[src/rtl/suld_pkg.sv]
// shared types and constants for the sextet unpacker with lfsr descrambler
package suld_pkg;

  localparam int unsigned LFSR_W   = 32;
  localparam int unsigned SYM_W    = 6;
  localparam int unsigned OFS_W    = 16;
  localparam int unsigned CFG_IDX_W = 1;

  localparam logic [LFSR_W-1:0] SEED_RESET = 32'h1102_8891;
  localparam logic [LFSR_W-1:0] MASK_RESET = 32'hb4bc_d35c;

  localparam logic [CFG_IDX_W-1:0] CFG_SEED = 1'b0;
  localparam logic [CFG_IDX_W-1:0] CFG_MASK = 1'b1;

  localparam logic CMD_RESTART = 1'b0;
  localparam logic CMD_SYMBOL  = 1'b1;

  typedef enum logic [1:0] {
    ST_IDLE,
    ST_SYNC,
    ST_DESC
  } state_t;

  typedef enum logic [1:0] {
    BYTE_0,
    BYTE_1,
    BYTE_2
  } byte_sel_t;

  // control from the sequencer to the lfsr unit
  typedef struct packed {
    logic load;
    logic step;
  } lfsr_ctl_t;

endpackage

[src/rtl/suld_lfsr.sv]
// galois lfsr register with its shared one-step update unit
module suld_lfsr
  import suld_pkg::*;
(
  input  logic              clk,
  input  logic              rst_n,
  input  lfsr_ctl_t         ctl,
  input  logic [LFSR_W-1:0] seed,
  input  logic [LFSR_W-1:0] mask,
  output logic [LFSR_W-1:0] lfsr
);

  logic [LFSR_W-1:0] lfsr_r;
  logic [LFSR_W-1:0] lfsr_nxt;
  logic [LFSR_W-1:0] stepped;

  assign stepped = {1'b0, lfsr_r[LFSR_W-1:1]} ^ (lfsr_r[0] ? mask : '0);

  always_comb begin
    lfsr_nxt = lfsr_r;
    if (ctl.load) begin
      lfsr_nxt = seed;
    end else if (ctl.step) begin
      lfsr_nxt = stepped;
    end
  end

  always_ff @(posedge clk) begin
    if (!rst_n) begin
      lfsr_r <= SEED_RESET;
    end else begin
      lfsr_r <= lfsr_nxt;
    end
  end

  assign lfsr = lfsr_r;

endmodule

[src/rtl/sextet_unpack_lfsr_descrambler.sv]
// top level: sextet packing, sequencer and output register around the lfsr unit
// flow: a symbol inside a group is only buffered, no result; a closing symbol is accepted, then
//   its three bytes are descrambled, one lfsr step per byte, the last waiting for a free output
//   slot, result valid the cycle after; 1 symbol per cycle inside a group, none while busy;
//   a restart walks (char_offset*3)>>2 lfsr steps on the single shared step unit, taking no input
// reset: sync active-low rst_n clears sequencer, count and output valid; cfg and lfsr to defaults
module sextet_unpack_lfsr_descrambler
  import suld_pkg::*;
(
  input  logic                 clk,
  input  logic                 rst_n,
  // configuration
  input  logic                 cfg_we,
  input  logic [CFG_IDX_W-1:0] cfg_index,
  input  logic [LFSR_W-1:0]    cfg_wdata,
  // input transactions
  input  logic                 in_valid,
  output logic                 in_ready,
  input  logic                 in_command,
  input  logic [OFS_W-1:0]     in_char_offset,
  input  logic [SYM_W-1:0]     in_sextet,
  // result transactions
  output logic                 out_valid,
  input  logic                 out_ready,
  output logic [7:0]           out_duration,
  output logic [7:0]           out_brightness,
  output logic [3:0]           out_octave,
  output logic [3:0]           out_note,
  output logic                 out_end_marker
);

  // configuration registers
  logic [LFSR_W-1:0] seed_r;
  logic [LFSR_W-1:0] mask_r;

  always_ff @(posedge clk) begin
    if (!rst_n) begin
      seed_r <= SEED_RESET;
      mask_r <= MASK_RESET;
    end else if (cfg_we) begin
      unique case (cfg_index)
        CFG_SEED: seed_r <= cfg_wdata;
        CFG_MASK: mask_r <= cfg_wdata;
        default:  ;
      endcase
    end
  end

  // sequencer and datapath state
  state_t             state_r, state_nxt;
  byte_sel_t          byte_r, byte_nxt;
  logic [1:0]         count_r, count_nxt;
  logic [3*SYM_W-1:0] buf_r, buf_nxt;        // up to three held sextets
  logic [4*SYM_W-1:0] word_r, word_nxt;      // full group of four, three bytes
  logic [OFS_W-1:0]   sync_r, sync_nxt;      // lfsr steps still to take on restart
  logic [7:0]         d0_r, d0_nxt;
  logic [7:0]         d1_r, d1_nxt;

  // output register
  logic               ovalid_r, ovalid_nxt;
  logic [7:0]         odur_r, obri_r;
  logic [3:0]         ooct_r, onote_r;
  logic               oend_r;
  logic               oload;

  lfsr_ctl_t          lfsr_ctl;
  logic [LFSR_W-1:0]  lfsr;

  logic               in_acc;
  logic               slot_free;
  logic [OFS_W+1:0]   ofs_x3;
  logic [OFS_W-1:0]   steps;
  logic [7:0]         cur_byte;
  logic [7:0]         plain;

  suld_lfsr u_lfsr (
    .clk   (clk),
    .rst_n (rst_n),
    .ctl   (lfsr_ctl),
    .seed  (seed_r),
    .mask  (mask_r),
    .lfsr  (lfsr)
  );

  assign in_ready  = (state_r == ST_IDLE);
  assign in_acc    = in_valid && in_ready;
  assign slot_free = !ovalid_r || out_ready;

  // (offset*3)>>2 as offset + 2*offset, then drop two bits
  assign ofs_x3 = {2'b00, in_char_offset} + {1'b0, in_char_offset, 1'b0};
  assign steps  = ofs_x3[OFS_W+1:2];

  // pick the byte of the group being descrambled, first byte most significant
  always_comb begin
    case (byte_r)
      BYTE_0:  cur_byte = word_r[23:16];
      BYTE_1:  cur_byte = word_r[15:8];
      default: cur_byte = word_r[7:0];
    endcase
  end

  assign plain = cur_byte ^ lfsr[7:0];

  always_comb begin
    state_nxt     = state_r;
    byte_nxt      = byte_r;
    count_nxt     = count_r;
    buf_nxt       = buf_r;
    word_nxt      = word_r;
    sync_nxt      = sync_r;
    d0_nxt        = d0_r;
    d1_nxt        = d1_r;
    lfsr_ctl.load = 1'b0;
    lfsr_ctl.step = 1'b0;
    oload         = 1'b0;
    ovalid_nxt    = ovalid_r && !out_ready;

    unique case (state_r)
      ST_IDLE: begin
        if (in_acc) begin
          if (in_command == CMD_RESTART) begin
            // reload seed, drop any partial group, then walk the lfsr forward
            lfsr_ctl.load = 1'b1;
            count_nxt     = '0;
            buf_nxt       = '0;
            sync_nxt      = steps;
            if (steps != '0) begin
              state_nxt = ST_SYNC;
            end
          end else if (count_r != 2'd3) begin
            buf_nxt   = {buf_r[2*SYM_W-1:0], in_sextet};
            count_nxt = count_r + 2'd1;
          end else begin
            // group complete: latch it and descramble one byte per cycle, the last once the output is free
            word_nxt  = {buf_r, in_sextet};
            buf_nxt   = '0;
            count_nxt = '0;
            byte_nxt  = BYTE_0;
            state_nxt = ST_DESC;
          end
        end
      end
      ST_SYNC: begin
        lfsr_ctl.step = 1'b1;
        sync_nxt      = sync_r - 16'd1;
        if (sync_r == 16'd1) begin
          state_nxt = ST_IDLE;
        end
      end
      ST_DESC: begin
        unique case (byte_r)
          BYTE_0: begin
            d0_nxt        = plain;
            lfsr_ctl.step = 1'b1;
            byte_nxt      = BYTE_1;
          end
          BYTE_1: begin
            d1_nxt        = plain;
            lfsr_ctl.step = 1'b1;
            byte_nxt      = BYTE_2;
          end
          default: begin
            // last byte waits for the output register to free up
            if (slot_free) begin
              lfsr_ctl.step = 1'b1;
              oload         = 1'b1;
              ovalid_nxt    = 1'b1;
              state_nxt     = ST_IDLE;
            end
          end
        endcase
      end
      default: state_nxt = ST_IDLE;
    endcase
  end

  always_ff @(posedge clk) begin
    if (!rst_n) begin
      state_r  <= ST_IDLE;
      byte_r   <= BYTE_0;
      count_r  <= '0;
      buf_r    <= '0;
      sync_r   <= '0;
      ovalid_r <= 1'b0;
    end else begin
      state_r  <= state_nxt;
      byte_r   <= byte_nxt;
      count_r  <= count_nxt;
      buf_r    <= buf_nxt;
      sync_r   <= sync_nxt;
      ovalid_r <= ovalid_nxt;
    end
  end

  // payload registers, no reset needed
  always_ff @(posedge clk) begin
    word_r <= word_nxt;
    d0_r   <= d0_nxt;
    d1_r   <= d1_nxt;
    if (oload) begin
      odur_r  <= d0_r;
      obri_r  <= d1_r;
      ooct_r  <= plain[7:4];
      onote_r <= plain[3:0];
      oend_r  <= (d0_r == 8'h00);
    end
  end

  assign out_valid      = ovalid_r;
  assign out_duration   = odur_r;
  assign out_brightness = obri_r;
  assign out_octave     = ooct_r;
  assign out_note       = onote_r;
  assign out_end_marker = oend_r;

  // the sync walk never runs with an exhausted step count
  a_sync_nonzero: assert property (@(posedge clk) disable iff (!rst_n)
    state_r == ST_SYNC |-> sync_r != '0)
    else $error("sync state with zero steps left");

  // a closing symbol starts descrambling at the first byte
  a_group_start: assert property (@(posedge clk) disable iff (!rst_n)
    in_acc && in_command == CMD_SYMBOL && count_r == 2'd3
    |=> state_r == ST_DESC && byte_r == BYTE_0)
    else $error("fourth symbol did not start descrambling");

  // end marker agrees with the registered duration
  a_end_marker: assert property (@(posedge clk) disable iff (!rst_n)
    ovalid_r |-> oend_r == (odur_r == 8'h00))
    else $error("end marker mismatch");

  // a pending result is never overwritten by the last descramble step
  a_no_overwrite: assert property (@(posedge clk) disable iff (!rst_n)
    ovalid_r && !out_ready |-> !oload)
    else $error("result overwritten before it was taken");

endmodule
[config.mk]
export PLATFORM = sky130hd
export DESIGN_NAME = sextet_unpack_lfsr_descrambler
export DESIGN_NICKNAME = d
export VERILOG_FILES = /design/src/rtl/suld_pkg.sv /design/src/rtl/suld_lfsr.sv /design/src/rtl/sextet_unpack_lfsr_descrambler.sv
export SDC_FILE = /design/constraint.sdc
export NUM_CORES = 1
export LEC_CHECK = 0
export BUFFER_PORTS_ARGS = -buffer_cell sky130_fd_sc_hd__buf_2
export CAP_MARGIN = 20
export CORE_MARGIN = 5
export CORE_UTILIZATION = 30
export DETAILED_ROUTE_END_ITERATION = 10
export SETUP_SLACK_MARGIN = 0.05
export SYNTH_ARGS = -nofsm -noshare
export SYNTH_HDL_FRONTEND = slang
export SYNTH_SLANG_ARGS = --single-unit
[constraint.sdc]
create_clock -name clk -period 5.1 [get_ports clk]
set_clock_uncertainty 0.1 [all_clocks]
set_input_delay 0.255 -clock clk [delete_from_list [all_inputs] [get_ports clk]]
set_output_delay 0.255 -clock clk [all_outputs]
set_load 0.005 [all_outputs]
==> run_results.csv <==
group,metric,value,unit
grt,grt_util_met2,21.3,%
grt,grt_antenna_before_repair,2,
sta,post-route-period-util,56.7,%
route,drt-initial-drc-count,484,
final_layout,drive_above_1_share,13.8,%
final_layout,nFillCells,3111,
final_layout,stdcell_count,1524,
final_layout,multi_input_area,4310,sq um
place,place_inst,1443,
power_and_ir_drop,sw_frac_of_total,28.6,%
place,gp_congestion,0.811,
final_layout,nNetsFinal,1196,
yosys,postSynthAreaPerCell,9.19,sq um
power_and_ir_drop,p_int,3.16,mW
yosys,syn_inst,1010,
floorplan,fp.dieH,186,microns
power_and_ir_drop,ir_worst_vdd,0.223,mV
worst_hold_path,hp-class,"in2reg",
floorplan,dieArea,34600,sq um
place,dp_hpwl,13.9,mm
place,io_buffers,87,
yosys,synth_flop_cell,"dfxtp_1",
place,place_area,10100,sq um
worst_setup_path,timing.rr.start,"state_r[1]$_SDFFE_PN0P_",
power_and_ir_drop,p_seq_share,42.5,%
power_and_ir_drop,p_clk_share,37.9,%
worst_setup_path,critical_path_class,"reg2reg",
power_and_ir_drop,p_leak,4.26,nW
sta,tns,0,ns
grt,overflow,0,
sta,fmax,346,MHz
sta,setup_viol,0,
worst_setup_path,cp.required,5.41,ns
power_and_ir_drop,powerDensity,392,nW/um^2
grt,grt_use_met3,1.49,%
clock_network,cts_buffer_depth,3,
grt,grt_most_used_layer,"met2",
grt,grt_pass1_wl,35.9,mm
final_layout,final_area,11300,sq um
grt,grt_max_degree,81,
sta,worstMarginPinSlew,0.853,ns
run_status,outcome,"finished clean",
yosys,synth_seq_area_share,50.6,%
final_layout,regArea,4700,sq um
clock_network,cts_inserted_buffers,22,
run,maxCapViolCount,0,
yosys,ys_types,62,
final_layout,layout_common_cells,"nand2_1, dfxtp_1, buf_2",
route,routed_wirelength,21.7,mm
final_layout,final_common_cell,"nand2_1",
clock_network,tritoncts,"yes",
worst_setup_path,crit_arrival,3.20,ns
grt,first_global_vias,7130,
grt,track_usage,12.4,%
clock_network,cts-root-buf,"clkbuf_16",
floorplan,start_util,30.3,%
yosys,synth-seq-cells,202,
floorplan,ioPinCount,88,
final_layout,antenna_cells,0,
route,vias_per_cell,4.84,
sta,period_needed,2.89,ns
worst_setup_path,critPathLaunch,"state_r[1]$_SDFFE_PN0P_",
sta,rsz0062_at_grt,"false",
floorplan,core_area,30600,sq um
worst_setup_path,reg2reg_slack,2.21,ns
yosys,synth_nets,1094,
sta,slew_headroom,43.0,%
final_layout,final_util,36.9,%
clock_network,clock_latency,0.50,ns
clock_network,path_clk_slew,0.07,ns
floorplan,die_w,186,microns
yosys,yosysWarnings,0,
route,ant_nets,0,
sta,final_hold_viol_count,0,
grt,grtUsageMet1,16.5,%
yosys,syn_area,9280,sq um
route,wl_per_cell,14.3,microns
power_and_ir_drop,p_switching,1.26,mW
worst_hold_path,worstHoldStart,"in_command",
worst_setup_path,worstSetupStartpointType,"flop",
route,firstDrtPassIters,4,
route,drc_errors,0,
yosys,synth-async-reset-ratio,0,%
final_layout,area_growth,21.6,%
worst_setup_path,crit_path_end_kind,"flop",
worst_setup_path,cp_max_fo,18,
sta,finalMaxSlewViolations,0,
clock_network,htree_levels,1,
route,vias,7382,
power_and_ir_drop,p_comb_share,19.5,%
floorplan,floorplan.rows,64,
yosys,synth_edf_count,65,
clock_network,cts_sinks,202,
metal layers:
metal  share of wire, %  vias to the layer above
li1                   -                     3722
met1                 45                     3470
met2                 48                      150
met3                4.6                       36
met4                2.1                        4
met5              0.097                        -
power by group through the flow:
| stage | combinational, mW | clock (mW) | sequential, mW |
|---|---|---|---|
| after floorplan | 0.645 | 0 | 1.87 |
| after global placement | 0.818 | 0 | 1.92 |
| after detailed placement | 0.830 | 0 | 1.92 |
| after CTS | 0.858 | 1.73 | 1.88 |
| after global routing | 0.981 | 1.78 | 1.90 |
| final | 0.865 | 1.68 | 1.88 |
worst paths after layout:
path	cells past startpoint	end
max reg2reg	7	sync_r[13]$_SDFFE_PN0P_
min	3	count_r[1]$_SDFFE_PN0P_
max	7	sync_r[13]$_SDFFE_PN0P_
min reg2reg	0	out_brightness[5]$_DFFE_PP_
area by class of cell:
cell class              instances  share of cell area [%]
multi-input cells             728                    38.2
repair buffers                140                    8.34
inverters                      18                   0.599
well taps                     396                    4.39
clock inverters                14                    1.72
clock buffers                  26                    5.19
flip-flops and latches        202                    41.6
state kept, by name (all words and copies together) (netlist names), 2 cells and up:
register,flops
out_duration,8
count_r,2
state_r,2
mask_r,32
u_lfsr.lfsr,32
out_octave,4
word_r,24
byte_r,2
out_note,4
out_brightness,8
d1_r,8
seed_r,32
sync_r,16
buf_r,18
d0_r,8
synthesized netlist by cell type, drive strengths merged, types with 3 or more instances:
| master | number | area, sq um |
|---|---|---|
| nand2 | 215 | 807 |
| dfxtp | 137 | 2740 |
| edfxtp | 65 | 1950 |
| clkbuf | 56 | 211 |
| nor2b | 53 | 332 |
| a21oi | 52 | 268 |
| nor2 | 49 | 184 |
| a21boi | 48 | 364 |
| o21ai | 44 | 224 |
| xor2 | 43 | 384 |
| nand3 | 33 | 165 |
| a211oi | 31 | 233 |
| a22oi | 22 | 165 |
| ha | 22 | 275 |
| inv | 18 | 67.6 |
| nor3 | 16 | 80.1 |
| mux2i | 13 | 130 |
| o211ai | 11 | 82.6 |
| and2 | 8 | 51.3 |
| buf | 6 | 30.0 |
| o22ai | 6 | 37.5 |
| or3 | 6 | 42.5 |
| xnor2 | 5 | 43.8 |
| and3 | 4 | 25.0 |
| nand2b | 4 | 25.0 |
| nand4 | 4 | 25.0 |
| a21o | 3 | 22.5 |
| nor4 | 3 | 18.8 |
| o21a | 3 | 22.5 |
| o2bb2ai | 3 | 26.3 |
| or4 | 3 | 22.5 |
kinds of logic after synthesis:
kind of cell	Yosys count	share of synthesized area, %
DFF	202	50.6
xor gates and xnor gates	48	4.61
and+or+nand+nor	404	19.7
AOI/OAI and AO/OA	240	17.2
muxes	13	1.40
buffers and inverters	80	3.33
adders and majority gates	23	3.18
critical path, stage by stage, from the launching register on:
cell,delay [ns]
dfxtp_1,0.33
inv_1,0.08
ha_1,0.54
inv_1,0.42
o22ai_1,0.75
buf_4,0.28
a21oi_1,0.07
a311oi_1,0.22
metrics by stage:
step | setup slack, ns | total power, mW | hold slack, ns
detailed placement | 2.12 | 2.75 | 0.305
global placement | 2.00 | 2.73 | 0.304
finish | 2.21 | 4.43 | 0.0261
global route | 1.90 | 4.66 | 0.0500
floorplan | 2.62 | 2.52 | 0.254
CTS | 2.12 | 4.47 | 0.00475
repair_timing:
action / CTS / global route
setup endpoints to repair: 0 / 0
resized for setup: 0 / 0
buffers inserted: 0 / 0
hold buffers: 38 / 0
endpoints found under the hold margin: 76 / 0
Note: power is estimated with default switching activity, not from simulation.
